**src/rtl/tsdq_pkg.sv**
```systemverilog
// ----------------------------------------------------------------------------
// tsdq_pkg
// Shared types and constants of the timed semaphore deadline queue.
// ----------------------------------------------------------------------------
`default_nettype none
package tsdq_pkg;

    localparam int QueueDepthDefault = 16;
    localparam int TimeWidth = 48;
    localparam int CountWidth = 16;
    localparam int InitWidth = 15;
    localparam logic signed [CountWidth-1:0] CountMax = 16'sd32767;

    typedef enum logic [2:0] {
        ACT_WAIT   = 3'd0,
        ACT_TWAIT  = 3'd1,
        ACT_SIGNAL = 3'd2,
        ACT_TRY    = 3'd3,
        ACT_CLOSE  = 3'd4,
        ACT_TICK   = 3'd5,
        ACT_OPEN   = 3'd6,
        ACT_NONE   = 3'd7
    } action_t;

    typedef enum logic [2:0] {
        ST_SUCCESS  = 3'd0,
        ST_UNLOCKED = 3'd1,
        ST_DEAD     = 3'd2,
        ST_TIMEOUT  = 3'd3,
        ST_BLOCKED  = 3'd4,
        ST_FULL     = 3'd5
    } status_t;

    typedef enum logic [2:0] {
        S_IDLE,
        S_ACK,
        S_SCAN,
        S_SHIFT,
        S_POP,
        S_REL,
        S_EMIT
    } state_t;

    // Commands from controller to datapath.
    typedef struct packed {
        logic    load;        // latch input word and apply the ack-phase update
        logic    scan_start;  // clear scan index (insertion search)
        logic    scan_step;   // advance insertion search by one entry
        logic    shift_step;  // move one entry up toward the free slot
        logic    insert;      // write the new waiter at the insertion slot
        logic    pop;         // remove head, shifting one entry per cycle
        logic    emit_ack;    // present acknowledgement word
        logic    emit_rel;    // present release word
        logic    tick_adjust; // give back one count per expired waiter
        status_t rel_status;
        logic    rel_last;
    } dp_cmd_t;

    // Status from datapath to controller.
    typedef struct packed {
        action_t act;
        logic    enqueue;     // ack phase decided to queue the caller
        logic    sig_release; // signal releases the head waiter
        logic    queue_empty;
        logic    head_expired;
        logic    scan_done;
        logic    shift_done;
        logic    pop_done;
        logic    out_busy;
        logic    rel_final;   // the next release is the last of the action
    } dp_stat_t;

endpackage
`default_nettype wire

```
**src/rtl/tsdq_if.sv**
```systemverilog
// ----------------------------------------------------------------------------
// tsdq_in_if / tsdq_out_if
// Valid/ready channels carrying the input and result words.
// ----------------------------------------------------------------------------
`default_nettype none
interface tsdq_in_if;
    logic        valid;
    logic        ready;
    logic [2:0]  action;
    logic [7:0]  thread_id;
    logic [31:0] wait_ticks;
    modport source (output valid, action, thread_id, wait_ticks, input ready);
    modport sink (input valid, action, thread_id, wait_ticks, output ready);
endinterface

interface tsdq_out_if;
    logic               valid;
    logic               ready;
    logic               kind;
    logic [7:0]         thread_id_out;
    logic [2:0]         status;
    logic signed [15:0] count_now;
    logic               last;
    modport source (output valid, kind, thread_id_out, status, count_now, last,
                    input ready);
    modport sink (input valid, kind, thread_id_out, status, count_now, last,
                  output ready);
endinterface
`default_nettype wire

```
**src/rtl/tsdq_dp.sv**
```systemverilog
// ----------------------------------------------------------------------------
// tsdq_dp
// Datapath: semaphore count, clock, register-file queue and output register.
// ----------------------------------------------------------------------------
`default_nettype none
module tsdq_dp #(
    parameter int QUEUE_DEPTH = tsdq_pkg::QueueDepthDefault
) (
    input  wire logic                             clk,
    input  wire logic                             rst_n,
    input  wire logic                             cfg_we,
    input  wire logic [tsdq_pkg::InitWidth-1:0]   cfg_data,
    input  wire logic [2:0]                       in_action,
    input  wire logic [7:0]                       in_thread,
    input  wire logic [31:0]                      in_ticks,
    input  wire tsdq_pkg::dp_cmd_t                cmd,
    input  wire logic                             idx_to_tail,
    output tsdq_pkg::dp_stat_t                    stat,
    tsdq_out_if.source                            res
);
    import tsdq_pkg::*;

    localparam int IW = (QUEUE_DEPTH > 1) ? $clog2(QUEUE_DEPTH) : 1;
    localparam int TW = $clog2(QUEUE_DEPTH + 1);
    localparam logic [TW-1:0] Full = TW'(QUEUE_DEPTH);

    logic [InitWidth-1:0]         init_reg;
    logic signed [CountWidth-1:0] count_reg;
    logic                         closed_reg;
    logic [TimeWidth-1:0]         time_reg;
    logic [TW-1:0]                total_reg;
    logic [7:0]                   q_thread [QUEUE_DEPTH];
    logic [TimeWidth-1:0]         q_dl [QUEUE_DEPTH];
    logic                         q_fv [QUEUE_DEPTH];

    action_t        act_reg;
    logic [7:0]     tid_reg;
    logic [TimeWidth-1:0] dl_reg;
    logic           enq_reg;
    logic           sigrel_reg;
    status_t        ack_st_reg;
    logic [TW-1:0]  idx_reg;    // scan/shift/pop position
    logic           found_reg;

    logic           ovalid_reg;
    logic           okind_reg;
    logic [7:0]     otid_reg;
    status_t        ost_reg;
    logic           olast_reg;

    logic [TW-1:0] dl_pos;   // insertion slot, latched at end of scan
    logic [TW-1:0] pos_reg;
    assign dl_pos = pos_reg;

    logic [IW-1:0]  ix;
    logic [IW-1:0]  ixm1;
    logic [IW-1:0]  ixp1;
    assign ix   = idx_reg[IW-1:0];
    assign ixm1 = IW'(idx_reg - TW'(1));
    assign ixp1 = IW'(idx_reg + TW'(1));

    assign stat.act          = act_reg;
    assign stat.enqueue      = enq_reg;
    assign stat.sig_release  = sigrel_reg;
    assign stat.queue_empty  = (total_reg == '0);
    assign stat.head_expired = (total_reg != '0) && !q_fv[0] && (q_dl[0] <= time_reg);
    assign stat.scan_done    = found_reg || (idx_reg == total_reg);
    assign stat.shift_done   = (idx_reg == dl_pos);
    assign stat.pop_done     = (idx_reg + TW'(1) >= total_reg);
    assign stat.out_busy     = ovalid_reg && !res.ready;
    // A tick counts down its expired waiters; close empties the whole queue.
    assign stat.rel_final    = (act_reg == ACT_TICK) ? (pos_reg == TW'(1))
                               : ((act_reg == ACT_SIGNAL) || (total_reg == TW'(1)));

    always_ff @(posedge clk or negedge rst_n)
    begin
        if (!rst_n)
        begin
            init_reg   <= '0;
            count_reg  <= '0;
            closed_reg <= 1'b0;
            time_reg   <= '0;
            total_reg  <= '0;
            ovalid_reg <= 1'b0;
            act_reg    <= ACT_NONE;
            enq_reg    <= 1'b0;
            sigrel_reg <= 1'b0;
            idx_reg    <= '0;
            found_reg  <= 1'b0;
            pos_reg    <= '0;
        end
        else
        begin
            if (cfg_we)
                init_reg <= cfg_data;
            if (cmd.emit_ack || cmd.emit_rel)
                ovalid_reg <= 1'b1;
            else if (ovalid_reg && res.ready)
                ovalid_reg <= 1'b0;

            if (cmd.load)
            begin
                act_reg    <= action_t'(in_action);
                tid_reg    <= in_thread;
                dl_reg     <= time_reg + TimeWidth'(in_ticks);
                enq_reg    <= 1'b0;
                sigrel_reg <= 1'b0;
                ack_st_reg <= ST_SUCCESS;
                unique case (action_t'(in_action))
                    ACT_WAIT, ACT_TWAIT:
                    begin
                        if (closed_reg)
                            ack_st_reg <= ST_DEAD;
                        else if (count_reg > 0)
                            count_reg <= count_reg - 16'sd1;
                        else if (total_reg >= Full)
                            ack_st_reg <= ST_FULL;
                        else
                        begin
                            count_reg  <= count_reg - 16'sd1;
                            ack_st_reg <= ST_BLOCKED;
                            enq_reg    <= 1'b1;
                        end
                    end
                    ACT_SIGNAL:
                    begin
                        if (closed_reg)
                            ack_st_reg <= ST_DEAD;
                        if (count_reg < CountMax)
                        begin
                            count_reg <= count_reg + 16'sd1;
                            sigrel_reg <= (count_reg + 16'sd1 <= 0) && (total_reg != '0);
                        end
                    end
                    ACT_TRY:
                    begin
                        if (closed_reg)
                            ack_st_reg <= ST_DEAD;
                        else if (count_reg > 0)
                        begin
                            count_reg  <= count_reg - 16'sd1;
                            ack_st_reg <= ST_UNLOCKED;
                        end
                    end
                    ACT_CLOSE: closed_reg <= 1'b1;
                    ACT_TICK:  time_reg <= time_reg + TimeWidth'(1);
                    ACT_OPEN:
                    begin
                        count_reg  <= CountWidth'(init_reg);
                        closed_reg <= 1'b0;
                        total_reg  <= '0;
                    end
                    default: ;
                endcase
            end

            // A tick searches with the new time: the first entry that is
            // untimed or later than now ends the run of expired waiters.
            if (cmd.scan_start)
            begin
                idx_reg   <= '0;
                found_reg <= (act_reg == ACT_WAIT);
                pos_reg   <= total_reg;
                if (act_reg == ACT_TICK)
                    dl_reg <= time_reg;
            end
            else if (cmd.scan_step)
            begin
                if (q_fv[ix] || dl_reg < q_dl[ix])
                begin
                    found_reg <= 1'b1;
                    pos_reg   <= idx_reg;
                end
                else
                    idx_reg <= idx_reg + TW'(1);
            end

            if (idx_to_tail)
                idx_reg <= total_reg;

            if (cmd.tick_adjust)
                count_reg <= count_reg + signed'(CountWidth'(pos_reg));

            if (cmd.shift_step)
            begin
                q_thread[ix] <= q_thread[ixm1];
                q_dl[ix]     <= q_dl[ixm1];
                q_fv[ix]     <= q_fv[ixm1];
                idx_reg      <= idx_reg - TW'(1);
            end

            if (cmd.insert)
            begin
                q_thread[dl_pos[IW-1:0]] <= tid_reg;
                q_dl[dl_pos[IW-1:0]]     <= dl_reg;
                q_fv[dl_pos[IW-1:0]]     <= (act_reg == ACT_WAIT);
                total_reg                <= total_reg + TW'(1);
            end

            if (cmd.emit_rel)
            begin
                otid_reg <= q_thread[0];
                idx_reg  <= '0;
                if (act_reg == ACT_TICK)
                    pos_reg <= pos_reg - TW'(1);
            end

            if (cmd.pop)
            begin
                if (idx_reg + TW'(1) < total_reg)
                begin
                    q_thread[ix] <= q_thread[ixp1];
                    q_dl[ix]     <= q_dl[ixp1];
                    q_fv[ix]     <= q_fv[ixp1];
                    idx_reg      <= idx_reg + TW'(1);
                end
                else
                    total_reg <= total_reg - TW'(1);
            end

            if (cmd.emit_ack)
            begin
                okind_reg  <= 1'b0;
                otid_reg   <= tid_reg;
                ost_reg    <= ack_st_reg;
                olast_reg  <= cmd.rel_last;
            end
            if (cmd.emit_rel)
            begin
                okind_reg  <= 1'b1;
                ost_reg    <= cmd.rel_status;
                olast_reg  <= cmd.rel_last;
            end
        end
    end

    // Shift phase starts at the tail; position is set when the scan ends.
    assign res.valid         = ovalid_reg;
    assign res.kind          = okind_reg;
    assign res.thread_id_out = otid_reg;
    assign res.status        = ost_reg;
    assign res.count_now     = count_reg;
    assign res.last          = olast_reg;

endmodule
`default_nettype wire

```
**src/rtl/tsdq_ctrl.sv**
```systemverilog
// ----------------------------------------------------------------------------
// tsdq_ctrl
// Controller: sequences acknowledgement, queue insertion and releases.
// ----------------------------------------------------------------------------
`default_nettype none
module tsdq_ctrl (
    input  wire logic               clk,
    input  wire logic               rst_n,
    input  wire logic               in_valid,
    output logic                    in_ready,
    input  wire tsdq_pkg::dp_stat_t stat,
    output tsdq_pkg::dp_cmd_t       cmd,
    output logic                    idx_to_tail
);
    import tsdq_pkg::*;

    state_t state_reg;
    state_t state_next;
    logic   rel_any;

    always_ff @(posedge clk or negedge rst_n)
    begin
        if (!rst_n)
            state_reg <= S_IDLE;
        else
            state_reg <= state_next;
    end

    always_comb
    begin
        cmd         = '0;
        cmd.rel_status = ST_SUCCESS;
        state_next  = state_reg;
        in_ready    = 1'b0;
        idx_to_tail = 1'b0;
        unique case (stat.act)
            ACT_SIGNAL: rel_any = stat.sig_release;
            ACT_CLOSE:  rel_any = !stat.queue_empty;
            ACT_TICK:   rel_any = stat.head_expired;
            default:    rel_any = 1'b0;
        endcase
        unique case (state_reg)
            S_IDLE:
            begin
                in_ready = !stat.out_busy;
                if (in_valid && in_ready)
                begin
                    cmd.load   = 1'b1;
                    state_next = S_ACK;
                end
            end
            S_ACK:
            begin
                if (stat.enqueue || (stat.act == ACT_TICK))
                begin
                    cmd.scan_start = 1'b1;
                    state_next     = S_SCAN;
                end
                else if (!stat.out_busy)
                begin
                    cmd.emit_ack = 1'b1;
                    cmd.rel_last = !rel_any;
                    state_next   = rel_any ? S_REL : S_IDLE;
                end
            end
            S_SCAN:
            begin
                if (stat.scan_done)
                begin
                    if (stat.act == ACT_TICK)
                    begin
                        cmd.tick_adjust = 1'b1;
                        state_next      = S_EMIT;
                    end
                    else
                    begin
                        idx_to_tail = 1'b1;
                        state_next  = S_SHIFT;
                    end
                end
                else
                    cmd.scan_step = 1'b1;
            end
            S_EMIT:
            begin
                if (!stat.out_busy)
                begin
                    cmd.emit_ack = 1'b1;
                    cmd.rel_last = !rel_any;
                    state_next   = rel_any ? S_REL : S_IDLE;
                end
            end
            S_SHIFT:
            begin
                if (stat.shift_done)
                begin
                    if (!stat.out_busy)
                    begin
                        cmd.insert   = 1'b1;
                        cmd.emit_ack = 1'b1;
                        cmd.rel_last = 1'b1;
                        state_next   = S_IDLE;
                    end
                end
                else
                    cmd.shift_step = 1'b1;
            end
            S_REL:
            begin
                if (!rel_any)
                    state_next = S_IDLE;
                else if (!stat.out_busy)
                begin
                    cmd.emit_rel = 1'b1;
                    unique case (stat.act)
                        ACT_CLOSE: cmd.rel_status = ST_DEAD;
                        ACT_TICK:  cmd.rel_status = ST_TIMEOUT;
                        default:   cmd.rel_status = ST_SUCCESS;
                    endcase
                    cmd.rel_last = stat.rel_final;
                    state_next = S_POP;
                end
            end
            S_POP:
            begin
                cmd.pop = 1'b1;
                if (stat.pop_done)
                    state_next = (stat.act == ACT_SIGNAL) ? S_IDLE : S_REL;
            end
            default: state_next = S_IDLE;
        endcase
    end

endmodule
`default_nettype wire

```
**src/rtl/timed_semaphore_deadline_queue_core.sv**
```systemverilog
// ----------------------------------------------------------------------------
// timed_semaphore_deadline_queue_core
// Counting semaphore with a deadline-sorted wait queue.
// ----------------------------------------------------------------------------
// Usage: each action enters as one word on in_ch (valid/ready). Results
// leave on out_ch: first an acknowledgement, then any released waiters,
// with last set on the final word of the action. initial_count is written
// through cfg_we/cfg_data and is loaded by open; the user must write it only
// while the block is idle, as the block itself does not enforce this.
// A plain acknowledgement is registered in the ack state once the input
// word is latched. A tick first counts the expired waiters at the head, one
// entry a cycle, so that its acknowledgement carries the final count. A
// blocking timed wait walks the queue to its slot and shifts the tail up one
// entry per cycle; an untimed wait goes straight to the tail. Every release
// pops the head by shifting the queue one entry a cycle. These queue walks
// through the register file set the rate.
// Reset clears count, time, closed flag and the queue length; queue
// entries hold whatever until written. When out_ch stalls, the result
// word holds in the output register and the controller waits; a new
// input word is taken once the previous action is complete.
// ----------------------------------------------------------------------------
`default_nettype none
module timed_semaphore_deadline_queue_core #(
    parameter int QUEUE_DEPTH = tsdq_pkg::QueueDepthDefault
) (
    input  wire logic                           clk,
    input  wire logic                           rst_n,
    input  wire logic                           cfg_we,
    input  wire logic [tsdq_pkg::InitWidth-1:0] cfg_data,
    tsdq_in_if.sink                             in_ch,
    tsdq_out_if.source                          out_ch
);
    import tsdq_pkg::*;

    dp_cmd_t  cmd;
    dp_stat_t stat;
    logic     idx_to_tail;

    tsdq_ctrl u_ctrl (
        .clk         (clk),
        .rst_n       (rst_n),
        .in_valid    (in_ch.valid),
        .in_ready    (in_ch.ready),
        .stat        (stat),
        .cmd         (cmd),
        .idx_to_tail (idx_to_tail)
    );

    tsdq_dp #(.QUEUE_DEPTH(QUEUE_DEPTH)) u_dp (
        .clk         (clk),
        .rst_n       (rst_n),
        .cfg_we      (cfg_we),
        .cfg_data    (cfg_data),
        .in_action   (in_ch.action),
        .in_thread   (in_ch.thread_id),
        .in_ticks    (in_ch.wait_ticks),
        .cmd         (cmd),
        .idx_to_tail (idx_to_tail),
        .stat        (stat),
        .res         (out_ch)
    );

endmodule
`default_nettype wire

```
**src/flat_wrapper.sv**
```systemverilog
// flat-port wrapper written by rule: the top's interface ports become plain ports
module timed_semaphore_deadline_queue_core_flat import tsdq_pkg::*;
#(
    parameter int QUEUE_DEPTH = tsdq_pkg::QueueDepthDefault
)
  (clk, rst_n, cfg_we, cfg_data, in_ch_valid, in_ch_action, in_ch_thread_id, in_ch_wait_ticks, in_ch_ready, out_ch_valid, out_ch_kind, out_ch_thread_id_out, out_ch_status, out_ch_count_now, out_ch_last, out_ch_ready);
  tsdq_in_if in_ch_i ();
  tsdq_out_if out_ch_i ();
  input  wire logic clk;
  input  wire logic rst_n;
  input  wire logic cfg_we;
  input  wire logic [tsdq_pkg::InitWidth-1:0] cfg_data;
  input wire logic [$bits(in_ch_i.valid)-1:0] in_ch_valid;
  input wire logic [$bits(in_ch_i.action)-1:0] in_ch_action;
  input wire logic [$bits(in_ch_i.thread_id)-1:0] in_ch_thread_id;
  input wire logic [$bits(in_ch_i.wait_ticks)-1:0] in_ch_wait_ticks;
  output wire logic [$bits(in_ch_i.ready)-1:0] in_ch_ready;
  output wire logic [$bits(out_ch_i.valid)-1:0] out_ch_valid;
  output wire logic [$bits(out_ch_i.kind)-1:0] out_ch_kind;
  output wire logic [$bits(out_ch_i.thread_id_out)-1:0] out_ch_thread_id_out;
  output wire logic [$bits(out_ch_i.status)-1:0] out_ch_status;
  output wire logic [$bits(out_ch_i.count_now)-1:0] out_ch_count_now;
  output wire logic [$bits(out_ch_i.last)-1:0] out_ch_last;
  input wire logic [$bits(out_ch_i.ready)-1:0] out_ch_ready;
  assign in_ch_i.valid = in_ch_valid;
  assign in_ch_i.action = in_ch_action;
  assign in_ch_i.thread_id = in_ch_thread_id;
  assign in_ch_i.wait_ticks = in_ch_wait_ticks;
  assign in_ch_ready = in_ch_i.ready;
  assign out_ch_valid = out_ch_i.valid;
  assign out_ch_kind = out_ch_i.kind;
  assign out_ch_thread_id_out = out_ch_i.thread_id_out;
  assign out_ch_status = out_ch_i.status;
  assign out_ch_count_now = out_ch_i.count_now;
  assign out_ch_last = out_ch_i.last;
  assign out_ch_i.ready = out_ch_ready;
  timed_semaphore_deadline_queue_core #(.QUEUE_DEPTH(QUEUE_DEPTH)) u_core (.clk(clk), .rst_n(rst_n), .cfg_we(cfg_we), .cfg_data(cfg_data), .in_ch(in_ch_i), .out_ch(out_ch_i));
endmodule
```
**config.mk**
```make
export PLATFORM = sky130hd
export DESIGN_NAME = timed_semaphore_deadline_queue_core_flat
export DESIGN_NICKNAME = d
export VERILOG_FILES = /design/src/rtl/tsdq_pkg.sv /design/src/rtl/tsdq_if.sv /design/src/rtl/tsdq_dp.sv /design/src/rtl/tsdq_ctrl.sv /design/src/rtl/timed_semaphore_deadline_queue_core.sv /design/src/flat_wrapper.sv
export SDC_FILE = /design/constraint.sdc
export NUM_CORES = 2
export LEC_CHECK = 0
export BUFFER_PORTS_ARGS = -buffer_cell sky130_fd_sc_hd__buf_2
export CORE_UTILIZATION = 45
export CTS_BUF_LIST = sky130_fd_sc_hd__clkbuf_4
export CTS_CLUSTER_DIAMETER = 80
export DETAILED_ROUTE_END_ITERATION = 8
export SYNTH_ARGS = -nofsm -noshare
export SYNTH_HDL_FRONTEND = slang
export SYNTH_SLANG_ARGS = --single-unit
```
**constraint.sdc**
```tcl
create_clock -name clk -period 12.9 [get_ports clk]
set_input_delay 1.29 -clock clk [delete_from_list [all_inputs] [get_ports clk]]
set_output_delay 1.29 -clock clk [all_outputs]
set_load 0.05 [all_outputs]
```
Word-level counts from Yosys, hierarchy flattened

Memory sizes are Yosys's and may differ from the RTL's.
Cells that the tools add are included.

Output and inout port bits: 31
Input bits: 63
Register bits after elaboration: 177
Bits in writable memories: 912
Memories kept: 3
Word-level logic and storage cells: 236

Bitwise gates (word level): 3
Muxes and demuxes: 119
Equal/unequal tests: 30
Add/sub/neg operators: 11
Reduce and logical (&&, ||, !) cells: 42
$lt $le $gt $ge: 8

Memories:

| name                 | depth | bits a word | rd ports | clocked after Yosys merged registers in | write ports | line          | source |
|---|---|---|---|---|---|---|---|
| u_core.u_dp.q_dl     | 16    | 48          | 4        | 0                                       | 1           | tsdq_dp.sv:33 | `logic [TimeWidth-1:0] q_dl [QUEUE_DEPTH];` |
| u_core.u_dp.q_thread | 16    | 8           | 3        | 0                                       | 1           | tsdq_dp.sv:32 | `logic [7:0] q_thread [QUEUE_DEPTH];` |
| u_core.u_dp.q_fv     | 16    | 1           | 4        | 0                                       | 1           | tsdq_dp.sv:34 | `logic q_fv [QUEUE_DEPTH];` |

Operators with widths:

| operator              | count |
|---|---|
| $mux 48               | 5 |
| $mux 16               | 8 |
| $mux 5                | 18 |
| $pmux 16 s4           | 1 |
| $mux 1                | 51 |
| $mux 3                | 17 |
| $add 48x1->48 const B | 1 |
| $add 48x32->48        | 1 |
| $le 48x48->1          | 1 |
| $lt 48x48->1          | 1 |
| $reduce_or 48->1      | 1 |
| $mux 8                | 4 |
| $eq 3x3->1 const B    | 8 |
| $pmux 3 s7            | 1 |
| $mux 4                | 5 |
| $add 16x2->17 const B | 1 |
| $le 17x1->1 const B   | 1 |
| $add 16x2->16 const B | 1 |
| $add 16x6->16         | 1 |
| $gt 16x1->1 const B   | 1 |
| $lt 16x16->1 const B  | 1 |
| $sub 16x2->16 const B | 1 |
| $eq 3x2->1 const B    | 5 |
| $sub 5x1->5 const B   | 3 |
| other kinds (32)      | 75 |

Longest topological paths before layout

Depth after elaboration: 11
Depth in mapped cells: 18
Mapped depth without buffers: 13

Hierarchy

From an unflattened synthesis, not the netlist that was laid out.

Cells, all modules: 6073
Area total of the unflattened synthesis: 71663.7 µm²

Modules (own cells, without submodules):

| module    | area each (µm²) | cells an instance | instances |
|---|---|---|---|
| tsdq_dp   | 71168.3         | 5997              | 1 |
| tsdq_ctrl | 495.5           | 76                | 1 |

Worst setup path after synthesis

Ideal clock, no wire load.

Path kind: reg-to-reg
Start: register u_core.u_dp.idx_reg[0]
End: memory u_core.u_dp.q_dl[0][0], enable pin
Setup slack: 4954 ps
Arrival: 7405 ps
Library setup time: 542 ps
Data required time: 12358 ps
Stages on the path, launching flop included: 17
Period minus slack after synthesis: 7946 ps
Path through: dfrtp_1 -> buf_4 -> buf_4 -> inv_2 -> buf_2 -> buf_1 -> ha_1 -> ha_1 -> nor2b_1 -> o21a_1 -> o21a_1 -> o21ai_0 -> and2_1 -> clkbuf_1 -> o31a_1 -> nand3_1 -> nor3_1

Cells in the longest elaborated chain, start to end: 8
Elaborated cells on any way between the ends: 20

Ends and longest elaborated chain:

| what                                                            | line                                           | source |
|---|---|---|
| start: declaration                                              | tsdq_dp.sv:42                                  | `logic [TW-1:0] idx_reg;` |
| start signal: assignment                                        | tsdq_dp.sv:175                                 | `idx_reg <= idx_reg + TW'(1);` |
| start signal: assignment                                        | tsdq_dp.sv:179                                 | `idx_reg <= total_reg;` |
| start signal: assignment                                        | tsdq_dp.sv:189                                 | `idx_reg <= idx_reg - TW'(1);` |
| $add 5x1->5 or $eq 5x5->1 (tied branches)                       | tsdq_dp.sv:210, tsdq_dp.sv:68                  |  |
| $lt 5x5->1 or $mux 1 (tied branches)                            | tsdq_dp.sv:210, tsdq_ctrl.sv:95                |  |
| $mux 1 or $mux 2 (tied branches)                                | tsdq_dp.sv:210, tsdq_ctrl.sv:42                |  |
| $mux 1 (on tied branches)                                       | tsdq_dp.sv:208, tsdq_dp.sv:184, tsdq_dp.sv:192 |  |
| $logic_and 1x1->1 (on tied branches)                            | tsdq_dp.sv:213, tsdq_dp.sv:187, tsdq_dp.sv:195 |  |
| $mux 1 (on tied branches)                                       | tsdq_dp.sv:213, tsdq_dp.sv:187, tsdq_dp.sv:195 |  |
| $or 1x1->1 (no source line) or $reduce_or 48->1 (tied branches) | --                                             |  |
| $mux 1 (no source line) or $mux 4 (tied branches)               | --                                             |  |
| end: declaration                                                | tsdq_dp.sv:33                                  |  |

Parallel ways exist; a longest one is shown, timed or not.

Worst setup path after layout

Start: register u_core.u_dp.idx_reg[0]
End: memory u_core.u_dp.q_dl[9][16], enable pin

Same word-level chain as after synthesis.

==> metrics list <==
- Slowest stage cell, crit path: nor2_4
* Dominant cell type by area after synthesis: edfxtp_1
- Category of the worst setup path launch point: register
- Buffer count from post-CTS setup fixing: 0
- Synth Area in Simple Gates: 4.661%
- The cell count after synthesis came out at 3739.
- The portion of synthesized area spent on multiplexers is 30.74%.
- Die width: 373.1 um
* Cell variety after synth: 83
* Setup TNS: 0 ns
* XOR/XNOR Fraction of Synth Area: 1.498%
- By area, the combinational part of the netlist is dominated by multiplexers.
- Fraction of the mapped netlist area in compound gates: 5.352%
- Largest regs: u_core.u_dp.q_dl: 768 flops, u_core.u_dp.q_thread: 128 flops
* Count of final setup violators: 0
- CP arrival: 7.52 ns
- The tree is rooted in a clkbuf_4.
* Post-route fraction of the period consumed by the critical path: 51.76%
- Leading register cell type out of synthesis: edfxtp_1
- Worst slack at placement: 6.209 ns
- Fmax: 149.8 MHz
- Clock skew on the completed layout was measured at 0.1080 ns.
- Cell-by-cell trace of the critical path: inv_8 > ha_4 > ha_1 > nor2b_1 > o21a_1 > o21a_1 > o21ai_0 > and2_1 > o31a_1 > nand3_1 > nor2_4 > buf_4
- Count of antenna-violating nets left after detailed routing: 0
* Net count, final: 4219
- Dividing the detail-routed via count by the number of cells gives 6.679.
- Hold Path Class: input pin to register
- Sequential cells were found to cover 51.92% of the synthesized design area.
- Overall power consumption after layout is estimated at 18.37 mW.
- Clk_lat worst skew: 1.33 ns
* TritonCTS clock tree: built
* RR Endpoint: u_core.u_dp.q_dl[9][16]$_DFFE_PP_
- At the end of routability-driven placement, the weighted congestion stood at 0.8679.
- Number of buffers inserted by port buffering: 93
- In this run, synthesis inferred 984 flip-flops with an integrated enable.
* Worst-case clock buffer depth: 4
- The most numerous cell type found on the critical path is o21a_1.
- By instance count, the leading cell after synthesis is edfxtp_1.
- Final count of pins violating max slew: 0
* Clock edge transition at the registers on the reported setup and hold paths: 0.06 ns
- Number of design rule violations left after detail routing: 0
- Via Count: 40030
- Run status: finished clean
- After the first detailed-routing iteration, the DRC count stood at 4615.
* Share of layout cells above drive strength 1: 36.45%
- In this run the tightest slew margin relative to its limit is 18.82%.
- By startpoint and endpoint, the worst setup path is classified as register to register.
* Worst Tran Pin Value: 1.215 ns
- Total global routing overflow: 0
- Crit Path Max Fanout: 69
- Across the VDD grid, the largest voltage drop is 0.0002607 V.
- In this run, synthesis produced a sequential element count of 1089.
- H-tree levels: 5
- Power Dens Cells: 268.7 nW/um2
- The die covers 139200 um2.
- Relative to the synthesized area, the layout overhead comes to 10.27%.
* Register with the most flip-flops: u_core.u_dp.q_dl
- The HPWL after detailed placement is 108.5 mm.
- Initial core utilization: 45.58%
- Setup repair after global routing missed its margin: no
* Synth top area share: 47.68%
* Via count of the first global-routing pass: 40560
- Data on the critical path is required at its endpoint by 13.75 ns.
* Max Cap Violations: 0
- Cell leakage power: 22.81 nW
- Placeable core area: 136000 um2
- On the worst path, the slowest cell contributes a delay of 1.01 ns.
- FFs w/ async S/R, synth: 9.642%
- Clock tree synthesis inserted a total of 311 buffers.
* Global-route wire length before repair: 268.0 mm
- Setup slack on the critical path of the routed design comes to 6.223 ns.
* Type of destination of the critical path: register
* Total count of hold-check failures in the final report: 0
* Std-Cell Rows: 135
- The register with the most flip-flops in the layout has 768 of them.
* Ranking of synthesized cells by area: edfxtp_1, mux4_2, dfrtp_1
- Number of detailed-route iterations in the first pass: 6
- R2R cell count: 12
- 94 I/O pins were placed.
* Die outline height: 373.1 um
- The mapped netlist covers 61980 um2.
- During synthesis, Yosys emitted a total of 0 warnings.
* Crit path launch: u_core.u_dp.idx_reg[0]$_DFF_PN0_
* GRT Util Overall: 26.17%
- CTS sink cnt: 1089
* Average cell area after synthesis: 16.58 um2
- Post-Layout Cell Count: 5994
- The tightest hold path in the finished design has a slack of 0.1483 ns.
- Detailed-route wire length per cell: 30.28 um
- Worst reg2reg startpoint: u_core.u_dp.idx_reg[0]$_DFF_PN0_
* Internal reg-to-reg setup slack: 6.22 ns
- Number of cells after detailed placement: 5461
* Post-cts gate resize count: 0
* Filler cells: 11400
- The commonest cells after synthesis are edfxtp_1, mux4_2, nand2_1, ha_1, clkbuf_1.
* Time the worst path needs with I/O delays and setup: 6.677 ns
* Antenna violations before repair: 7
* Total wire length after detailed routing: 181.5 mm
- Adder and majority gate portion of the synthesized area: 3.307%
- The critical path ends at u_core.u_dp.q_dl[9][16]$_DFFE_PP_.
* Maximum number of pins on one net before global-route repair: 139
- Counting every net in the synthesized netlist gives 3964.
==> metal layers <==
layer	global-route usage, %	wire, um	part of all wire (%)	up-vias
met2	40.88	85940	47	2266
met4	7.360	4024	2.2	0
met3	6.751	18820	10	303
met5	0	0	0	-
met1	36.35	72690	40	20990
li1	-	-	-	16480
==> through the flow <==
step           area [um2]  utilization [%]
2_1_floorplan       61980                -
6_report            68340            50.26
3_3_place_gp        64710            47.59
3_5_place_dp        64710            47.59
4_1_cts             68310            50.24
5_1_grt             68340            50.26
==> area by class of cell <==
type | instances | area (um2) | share of cell area (%)
Antenna cell | 13 | 32.53 | 0.04760
Inverter | 130 | 495.5 | 0.7250
Multi-Input combinational cell | 2264 | 28470 | 41.66
Tap cell | 1781 | 2228 | 3.261
Sequential cell | 1089 | 32190 | 47.11
Clock inverter | 115 | 559.3 | 0.8183
Timing Repair Buffer | 198 | 1328 | 1.942
Clock buffer | 404 | 3033 | 4.438
==> where the power goes <==
group          switching [mW]  total [mW]  internal (mW)
Combinational            4.99        9.04           4.04
Clock                    1.51        3.06           1.54
Sequential              0.407        6.27           5.87
Total                    6.92        18.4           11.5
==> timing repair <==
action / CTS / global route
hold buffers: 1 / 0
endpoints found under the setup margin: 0 / 0
endpoints found under the hold margin: 18 / 0
==> cells by family (layout without fill, tap and decap cells) <==
kind of cell             count (synthesis)  after routing
XOR/XNOR                               106            106
other                                    0             13
AND/OR/NAND/NOR                        603            603
multiplexers                           884            884
buffers and inverters                  386            847
adder cells (fa/ha/maj)                162            162
flip-flops                            1089           1089
AO/OA/AOI/OAI                          509            509
==> worst max-delay path, delay by kind of cell (launching register included) <==
family / cells / cell delay, ns
flops: 1 / 0.81
simple gates: 4 / 1.83
buf+inv: 2 / 1.29
fa+ha+maj: 2 / 1.30
compound gates: 4 / 0.90
==> how the worst min path moves through the flow <==
stage	startpoint	to	slack, ns	depth (start not counted)
floorplan	u_core.u_dp.sigrel_reg$_DFFE_PN0P_	u_core.u_dp.sigrel_reg$_DFFE_PN0P_	0.44	2
global placement	u_core.u_dp.sigrel_reg$_DFFE_PN0P_	u_core.u_dp.sigrel_reg$_DFFE_PN0P_	0.47	2
detailed placement	u_core.u_dp.sigrel_reg$_DFFE_PN0P_	u_core.u_dp.sigrel_reg$_DFFE_PN0P_	0.49	2
CTS	in_ch_thread_id[7]	u_core.u_dp.tid_reg[7]$_DFFE_PP_	0.03	1
global route	in_ch_thread_id[7]	u_core.u_dp.tid_reg[7]$_DFFE_PP_	0.007	1
finish	in_ch_thread_id[6]	u_core.u_dp.tid_reg[6]$_DFFE_PP_	0.15	1
==> layout by cell type (no fill, tap or decap), types with 19 or more instances in the layout <==
cell,n
mux4_2,813
xnor2_1,76
xor2_1,26
o21ai_0,100
nand4_1,38
ha_1,158
edfxtp_1,984
mux2i_1,44
clkinv_1,87
nor3_1,42
a21o_1,37
clkbuf_4,404
buf_2,92
nand2_1,228
mux2_2,27
a211oi_1,36
nor2_1,94
a21oi_1,128
nand2b_1,19
buf_4,99
inv_1,128
nand3_1,57
dfrtp_1,98
a22oi_1,58
(Power assumes the default switching activity.)
